`config.mk`:
```
export PLATFORM = sky130hd
export DESIGN_NAME = lsd_ctrl
export DESIGN_NICKNAME = d
export VERILOG_FILES = /design/src/rtl/lsd_pkg.sv /design/src/rtl/lsd_ctrl.sv
export SDC_FILE = /design/constraint.sdc
export NUM_CORES = 1
export LEC_CHECK = 0
export BUFFER_PORTS_ARGS = -buffer_cell sky130_fd_sc_hd__buf_4
export CORE_ASPECT_RATIO = 0.7
export CORE_UTILIZATION = 55
export CTS_CLUSTER_SIZE = 25
export DETAILED_ROUTE_END_ITERATION = 8
export PLACE_DENSITY = 0.82
export SETUP_SLACK_MARGIN = 0.05
export SLEW_MARGIN = 20
export SYNTH_ARGS = -nofsm -noshare
export SYNTH_HDL_FRONTEND = slang
export SYNTH_SLANG_ARGS = --single-unit
```
`constraint.sdc`:
```
create_clock -name clk -period 5 [get_ports clk]
set_input_delay 0 -clock clk [delete_from_list [all_inputs] [get_ports clk]]
set_output_delay 0 -clock clk [all_outputs]
set_load 0.03 [all_outputs]
```
`src/rtl/lsd_pkg.sv`:
```
// Package for the decimal radix sorter: sizes, constants and shared types.
// No dependencies.
package lsd_pkg;

  localparam int unsigned MaxItemsDefault = 64;
  localparam int unsigned ValueW = 31;
  localparam int unsigned Radix = 10;
  localparam int unsigned DigitW = 4;

  // Commands from the controller to the datapath.
  typedef struct packed {
    logic store_item;    // write the input item at the fill level
    logic drop_item;     // buffer full: set the dropped flag
    logic clear_set;     // end of set: reset fill level and dropped flag
    logic max_start;     // restart the maximum search
    logic max_step;      // fold item_store read data into the maximum
    logic dig_start;     // begin digit counting of the maximum
    logic dig_step;      // raise the digit threshold tenfold
    logic pass_start;    // clear digit counts and the prefix index
    logic count_step;    // count the digit of the read data
    logic prefix_step;   // one prefix-sum step
    logic scatter_step;  // scatter the read data
    logic copy_step;     // copy read scatter data back
    logic idx_up;        // index += 1
    logic idx_down;      // index -= 1
    logic idx_top;       // index = fill level - 1
    logic idx_zero;      // index = 0
  } lsd_cmd_t;

  typedef struct packed {
    logic full;          // fill level at capacity
    logic idx_last;      // index is at fill level - 1
    logic idx_first;     // index is zero
    logic dig_done;      // maximum has no digits left
    logic prefix_done;   // prefix sum finished
    logic more_digits;   // another pass is needed
  } lsd_stat_t;

endpackage

```
`src/rtl/lsd_ctrl.sv`:
```
// Controller state machine of the decimal radix sorter.
// Depends on lsd_pkg.
module lsd_ctrl (
  input  logic               clk,
  input  logic               rst,
  input  logic               start,
  input  logic               last,
  output logic               busy,
  output logic               strobe,
  output logic               last_res,
  input  lsd_pkg::lsd_stat_t stat,
  output lsd_pkg::lsd_cmd_t  cmd
);
  import lsd_pkg::*;

  typedef enum logic [12:0] {
    S_IDLE  = 13'b0000000000001,
    S_MAXRD = 13'b0000000000010,
    S_MAX   = 13'b0000000000100,
    S_DIG   = 13'b0000000001000,
    S_PASS  = 13'b0000000010000,
    S_CNTRD = 13'b0000000100000,
    S_CNT   = 13'b0000001000000,
    S_PFX   = 13'b0000010000000,
    S_SCRD  = 13'b0000100000000,
    S_SC    = 13'b0001000000000,
    S_CPRD  = 13'b0010000000000,
    S_CP    = 13'b0100000000000,
    S_EMIT  = 13'b1000000000000
  } state_t;

  state_t state, state_next;
  logic   wait_q, wait_q_next, fin, fin_next;

  assign busy = (state != S_IDLE);

  always_ff @(posedge clk) begin
    if (rst) begin
      state  <= S_IDLE;
      wait_q <= 1'b0;
      fin    <= 1'b0;
    end else begin
      state  <= state_next;
      wait_q <= wait_q_next;
      fin    <= fin_next;
    end
  end

  // The count and scatter read stages issue an address, wait for RAM data,
  // then wait on the divider register (wait_q) before the digit is valid.
  always_comb begin
    state_next  = state;
    wait_q_next = 1'b0;
    fin_next    = fin;
    cmd         = '0;
    strobe      = 1'b0;
    last_res    = 1'b0;
    unique case (state)
      S_IDLE: begin
        if (start) begin
          if (stat.full) cmd.drop_item = 1'b1;
          else cmd.store_item = 1'b1;
          if (last) begin
            state_next = S_MAXRD;
            cmd.idx_zero = 1'b1;
            cmd.max_start = 1'b1;
          end
        end
      end
      S_MAXRD: begin
        state_next = S_MAX;
      end
      S_MAX: begin
        cmd.max_step = 1'b1;
        if (stat.idx_last) begin
          state_next = S_DIG;
        end else begin
          cmd.idx_up = 1'b1;
          state_next = S_MAXRD;
        end
      end
      S_DIG: begin
        if (!wait_q) begin
          cmd.dig_start = 1'b1;
          wait_q_next = 1'b1;
        end else if (stat.dig_done) begin
          state_next = S_PASS;
        end else begin
          cmd.dig_step = 1'b1;
          wait_q_next = 1'b1;
        end
      end
      S_PASS: begin
        cmd.pass_start = 1'b1;
        cmd.idx_zero = 1'b1;
        state_next = S_CNTRD;
      end
      S_CNTRD: begin
        wait_q_next = !wait_q;
        if (wait_q) state_next = S_CNT;
      end
      S_CNT: begin
        cmd.count_step = 1'b1;
        if (stat.idx_last) begin
          state_next = S_PFX;
        end else begin
          cmd.idx_up = 1'b1;
          state_next = S_CNTRD;
        end
      end
      S_PFX: begin
        if (stat.prefix_done) begin
          cmd.idx_top = 1'b1;
          state_next = S_SCRD;
        end else begin
          cmd.prefix_step = 1'b1;
        end
      end
      S_SCRD: begin
        wait_q_next = !wait_q;
        if (wait_q) state_next = S_SC;
      end
      S_SC: begin
        cmd.scatter_step = 1'b1;
        if (stat.idx_first) begin
          cmd.idx_zero = 1'b1;
          state_next = S_CPRD;
        end else begin
          cmd.idx_down = 1'b1;
          state_next = S_SCRD;
        end
      end
      S_CPRD: begin
        state_next = S_CP;
      end
      S_CP: begin
        cmd.copy_step = 1'b1;
        if (stat.idx_last) begin
          cmd.idx_zero = 1'b1;
          if (stat.more_digits) begin
            state_next = S_PASS;
          end else begin
            fin_next = 1'b0;
            state_next = S_EMIT;
          end
        end else begin
          cmd.idx_up = 1'b1;
          state_next = S_CPRD;
        end
      end
      S_EMIT: begin
        // fin toggles between a RAM read and the result strobe.
        fin_next = !fin;
        if (fin) begin
          strobe = 1'b1;
          if (stat.idx_last) begin
            last_res = 1'b1;
            cmd.clear_set = 1'b1;
            state_next = S_IDLE;
          end else begin
            cmd.idx_up = 1'b1;
          end
        end
      end
      default: state_next = S_IDLE;
    endcase
  end
endmodule

```
---- Word-level counts from Yosys, hierarchy flattened ----
Index checks and enable logic that the tools add are counted.
word-level totals
  register bits after elaboration ......... 15
  bits of input ports ..................... 10
cells by class
  equality and inequality tests ........... 25
  muxes and demuxes ....................... 52
  reductions and logical operators ........ 7
operator list
  cell                                                                       number
  13-bit case mux with 13 select lines                                       1
  13-bit two-way mux                                                         11
  1-bit two-way mux                                                          30
  2-bit inequality test (second input constant)                              11
  13-bit by 1-bit equality test with 1-bit output (second input constant)    1
  13-bit by 10-bit equality test with 1-bit output (second input constant)   1
  13-bit by 11-bit equality test with 1-bit output (second input constant)   1
  13-bit by 12-bit equality test with 1-bit output (second input constant)   1
  13-bit equality test (second input constant)                               1
  13-bit by 2-bit equality test with 1-bit output (second input constant)    1
  13-bit by 3-bit equality test with 1-bit output (second input constant)    1
  13-bit by 4-bit equality test with 1-bit output (second input constant)    1
  13-bit by 5-bit equality test with 1-bit output (second input constant)    1
  13-bit by 6-bit equality test with 1-bit output (second input constant)    1
  13-bit by 7-bit equality test with 1-bit output (second input constant)    1
  13-bit by 8-bit equality test with 1-bit output (second input constant)    1
  13-bit by 9-bit equality test with 1-bit output (second input constant)    1
  13-bit by 1-bit inequality test with 1-bit output (second input constant)  1
  11-bit two-way mux                                                         1
  9-bit AND reduction                                                        1
  8-bit two-way mux                                                          1
  2-bit two-way mux                                                          3
  1-bit case mux with 2 select lines                                         3
  4-bit two-way mux                                                          1
  6 further kinds                                                            7

---- Logic depth before layout (Yosys ltp) ----
  depth in word-level cells ............... 3
  depth in mapped cells ................... 7
  gate-level depth less buffers ........... 6

---- Worst setup path before layout ----
OpenSTA, ideal clock, no wires.
  path type ............................... reg2reg
  start point ............................. reg state[5]
  end point ............................... reg state[8]
  setup time .............................. 0.065 ns
  arrival time ............................ 2.423 ns
  slack ................................... 2.512 ns
  stages on the path, launching flop included .. 8
  path buffers ............................ 1
  period minus slack after synthesis ...... 2.488 ns
  cells stage by stage .................... dfxtp_1 > buf_6 > or4_4 > nor4_2 > and2b_1 > nand2b_1 > mux2i_1 > nor2_1
on the way
  cells in the longest elaborated chain, start to end .. 3
  elaborated cells on any way between the ends .. 24
  those cells by class .................... 22 x eq/ne; 1 x mux; 1 x reduce/logical
RTL lines
  item                                          RTL line        text
  from (decl)                                   lsd_ctrl.sv:32  state_t state, state_next;
  from (signal assigned)                        lsd_ctrl.sv:43  state <= state_next;
  13-bit equality test (tied with other cells)  lsd_ctrl.sv:58  unique case (state)
  2-bit inequality test (no line)               -
  9-bit AND reduction (no line)                 -
Parallel ways exist; a longest one is shown, timed or not.
A chain may end at the register's enable or synchronous reset.

==> run metrics <==
syn_nets 156; LEAKAGE 0.594 nW; Hold WS 0.000923 ns; Netlist cell types 49; worst r2r dst state[1]$_SDFFE_PP0P_; dpl cell area 0.00132 mm^2; Layout fillers 159; sequential share of power 0.370; Gate power share 0.417; flop2flop setup slack 2.77 ns; switching pwr 0.000145 W; Synth Register Bits 15; clk_skew 0.0123 ns; Synth top area share 0.261; area growth from synthesis to layout 18.2%; Power Internal 0.000216 W; worst-path fanout max 11; Reg2Reg Depth 6; H-Tree Depth 1; RSZ-0062 raised after global routing false; Tcrit/Tclk final 0.493; dpl hpwl 2.38 mm; startpoint class of the critical path register; Via density 6.19; pwr/cell area 265 mW/mm^2; Hold EP state[10]$_SDFFE_PP0P_; vias in the first global route 1063; sw frac 0.401; clock tree sinks 15; initial core utilization 0.600; Worst-Skew Late Latency 0.31 ns; Final nets 180; asr flop ratio synth 0; first-pass GRT wire length 4.91 mm; Std-Cell Rows 13; die area 0.00229 mm^2; routed len/inst 16.4 um; clk buf depth 2; core area 0.00192 mm^2; pin count of the biggest net entering global routing 12; Clock transition at path regs 0.10 ns; failing checks DRC; WS Path Type register to output port; max cap viols 0; Reg-to-Reg Start state[4]$_SDFFE_PP0P_; Hold Vio Cnt, Final 0; worst hold path class primary input to register; worst rel slew slack 0.478; # resized after CTS 0; Worst Hold Launch stat[3]; initial antenna violation count 0; # DRC 2; final WL 3.14 mm; final setup fails 0; CP required 5.00 ns; Slew @ Worst Pin 0.772 ns; CTS tree done; final total power 0.000361 W; DR vias 1183; Synth Instances 146; Max Fclk 0.405 GHz; top_reg_cell synth dfxtp_1; fin area 0.00136 mm^2; area of the mapped netlist 0.00115 mm^2; Min Clock Period, post-route 2.47 ns; EDFF count, synth 0; Final Max Tran Viols 0; status finished with violations; highest ir drop seen on vdd 144 uV; flip-flop and latch area 300 um^2; CTS Buf Count 3; # port buffers 28; synth top area cells dfxtp_1, nand2_1, nor2_1; grt ovf 0; DIE WIDTH 56.7 um; routability cong. 1.03; synth warn 0; most frequent cells in the layout buf_4, nand2_1, nor2_1, dfxtp_1, a21oi_1; Antenna Cells 0; power share of the clock group 0.213; kind of end point of the critical path output port; Final TNS setup 0 ns; area of the multi-input gates 763 um^2; DR pass1 iterations 6; most common cell after layout, fill and taps aside buf_4; Post-DRT Antenna Nets 0; number of cells on the worst hold path 3; Root Buffer clkbuf_4; io pins 29; sequential area share after synthesis 0.261; syn_area_per_cell 7.89 um^2; GR Util All Layers 0.303; Worst EP arrival 2.47 ns; Die H 40.3 um; cell taking the most area after synthesis dfxtp_1; DR iter-0 viols 66; share of post-route cells with drive strength above 1 0.302
-- logic make-up (layout without fill, tap and decap cells) --
logic type,after synthesis,after routing,share of synthesized area
XOR/XNOR,4,4,0.0304
AO/OA/AOI/OAI,20,20,0.141
multiplexers,2,2,0.0217
buffers and inverters,15,38,0.0771
flip-flops,15,15,0.261
AND/OR/NAND/NOR,90,90,0.469
-- cells in the mapped netlist (all sizes together), types with 5 or more instances --
| library cell | count |
|---|---|
| clkbuf | 6 |
| buf | 5 |
| nor4 | 7 |
| nor2 | 18 |
| nand3 | 5 |
| dfxtp | 15 |
| a21oi | 9 |
| nor3 | 5 |
| nand2 | 18 |
| and3 | 8 |
-- repair_timing --
action	in CTS	in global routing
buffers inserted	0	0
endpoints found under the hold margin	8	0
hold buffers	2	0
-- worst max-delay path by stage --
stage,endpoint,startpoint,depth (start not counted)
after floorplan,state[8]$_SDFFE_PP0P_,state[5]$_SDFFE_PP0P_,7
after global placement,state[4]$_SDFFE_PP0P_,state[4]$_SDFFE_PP0P_,6
after detailed placement,state[4]$_SDFFE_PP0P_,state[4]$_SDFFE_PP0P_,6
after CTS,cmd[0],state[3]$_SDFFE_PP0P_,6
after global routing,cmd[11],state[4]$_SDFFE_PP0P_,5
final,cmd[11],state[4]$_SDFFE_PP0P_,5
-- critical path, cell delays in order (launching register included) --
cell and delay, ns:
dfxtp_1 0.41, nor4_1 0.63, and3_2 0.38, nand2_1 0.08, nor3b_1 0.41, buf_4 0.24
-- power groups by stage --
| stage | combinational [W] | clock, W | sequential [W] |
|---|---|---|---|
| 6_report | 0.000150 | 0.0000767 | 0.000134 |
| 5_1_grt | 0.000161 | 0.0000800 | 0.000135 |
| 4_1_cts | 0.000148 | 0.0000739 | 0.000133 |
| 3_5_place_dp | 0.000146 | 0 | 0.000136 |
| 3_3_place_gp | 0.000145 | 0 | 0.000136 |
| 2_1_floorplan | 0.000114 | 0 | 0.000130 |
-- per-stage QoR --
| stage | worst slack [ns] | utilization | cells |
|---|---|---|---|
| after CTS | 2.64 | 0.710 | 191 |
| after global placement | 2.92 | 0.686 | 185 |
| after global routing | 2.42 | 0.710 | 191 |
| final | 2.53 | 0.710 | 191 |
| after detailed placement | 2.92 | 0.686 | 185 |
| after floorplan | 2.51 | - | 146 |
-- state kept, by name (all words and copies together) (netlist names) --
register and count:
state 13, fin 1, wait_q 1
-- layout make-up --
class,count,area share
well taps,22,0.0202
flip-flops and latches,15,0.220
inverters,4,0.0110
repair buffers,30,0.169
multi-input cells,116,0.560
clock buffers,4,0.0193
-- per-layer routing --
layer	GRT usage	wire (um)	vias to the layer above
met5	0	0	-
met1	0.375	1370	528
li1	-	-	569
met3	0.116	353	12
met2	0.506	1360	74
met4	0.0813	55	0
(Power assumes the default switching activity.)
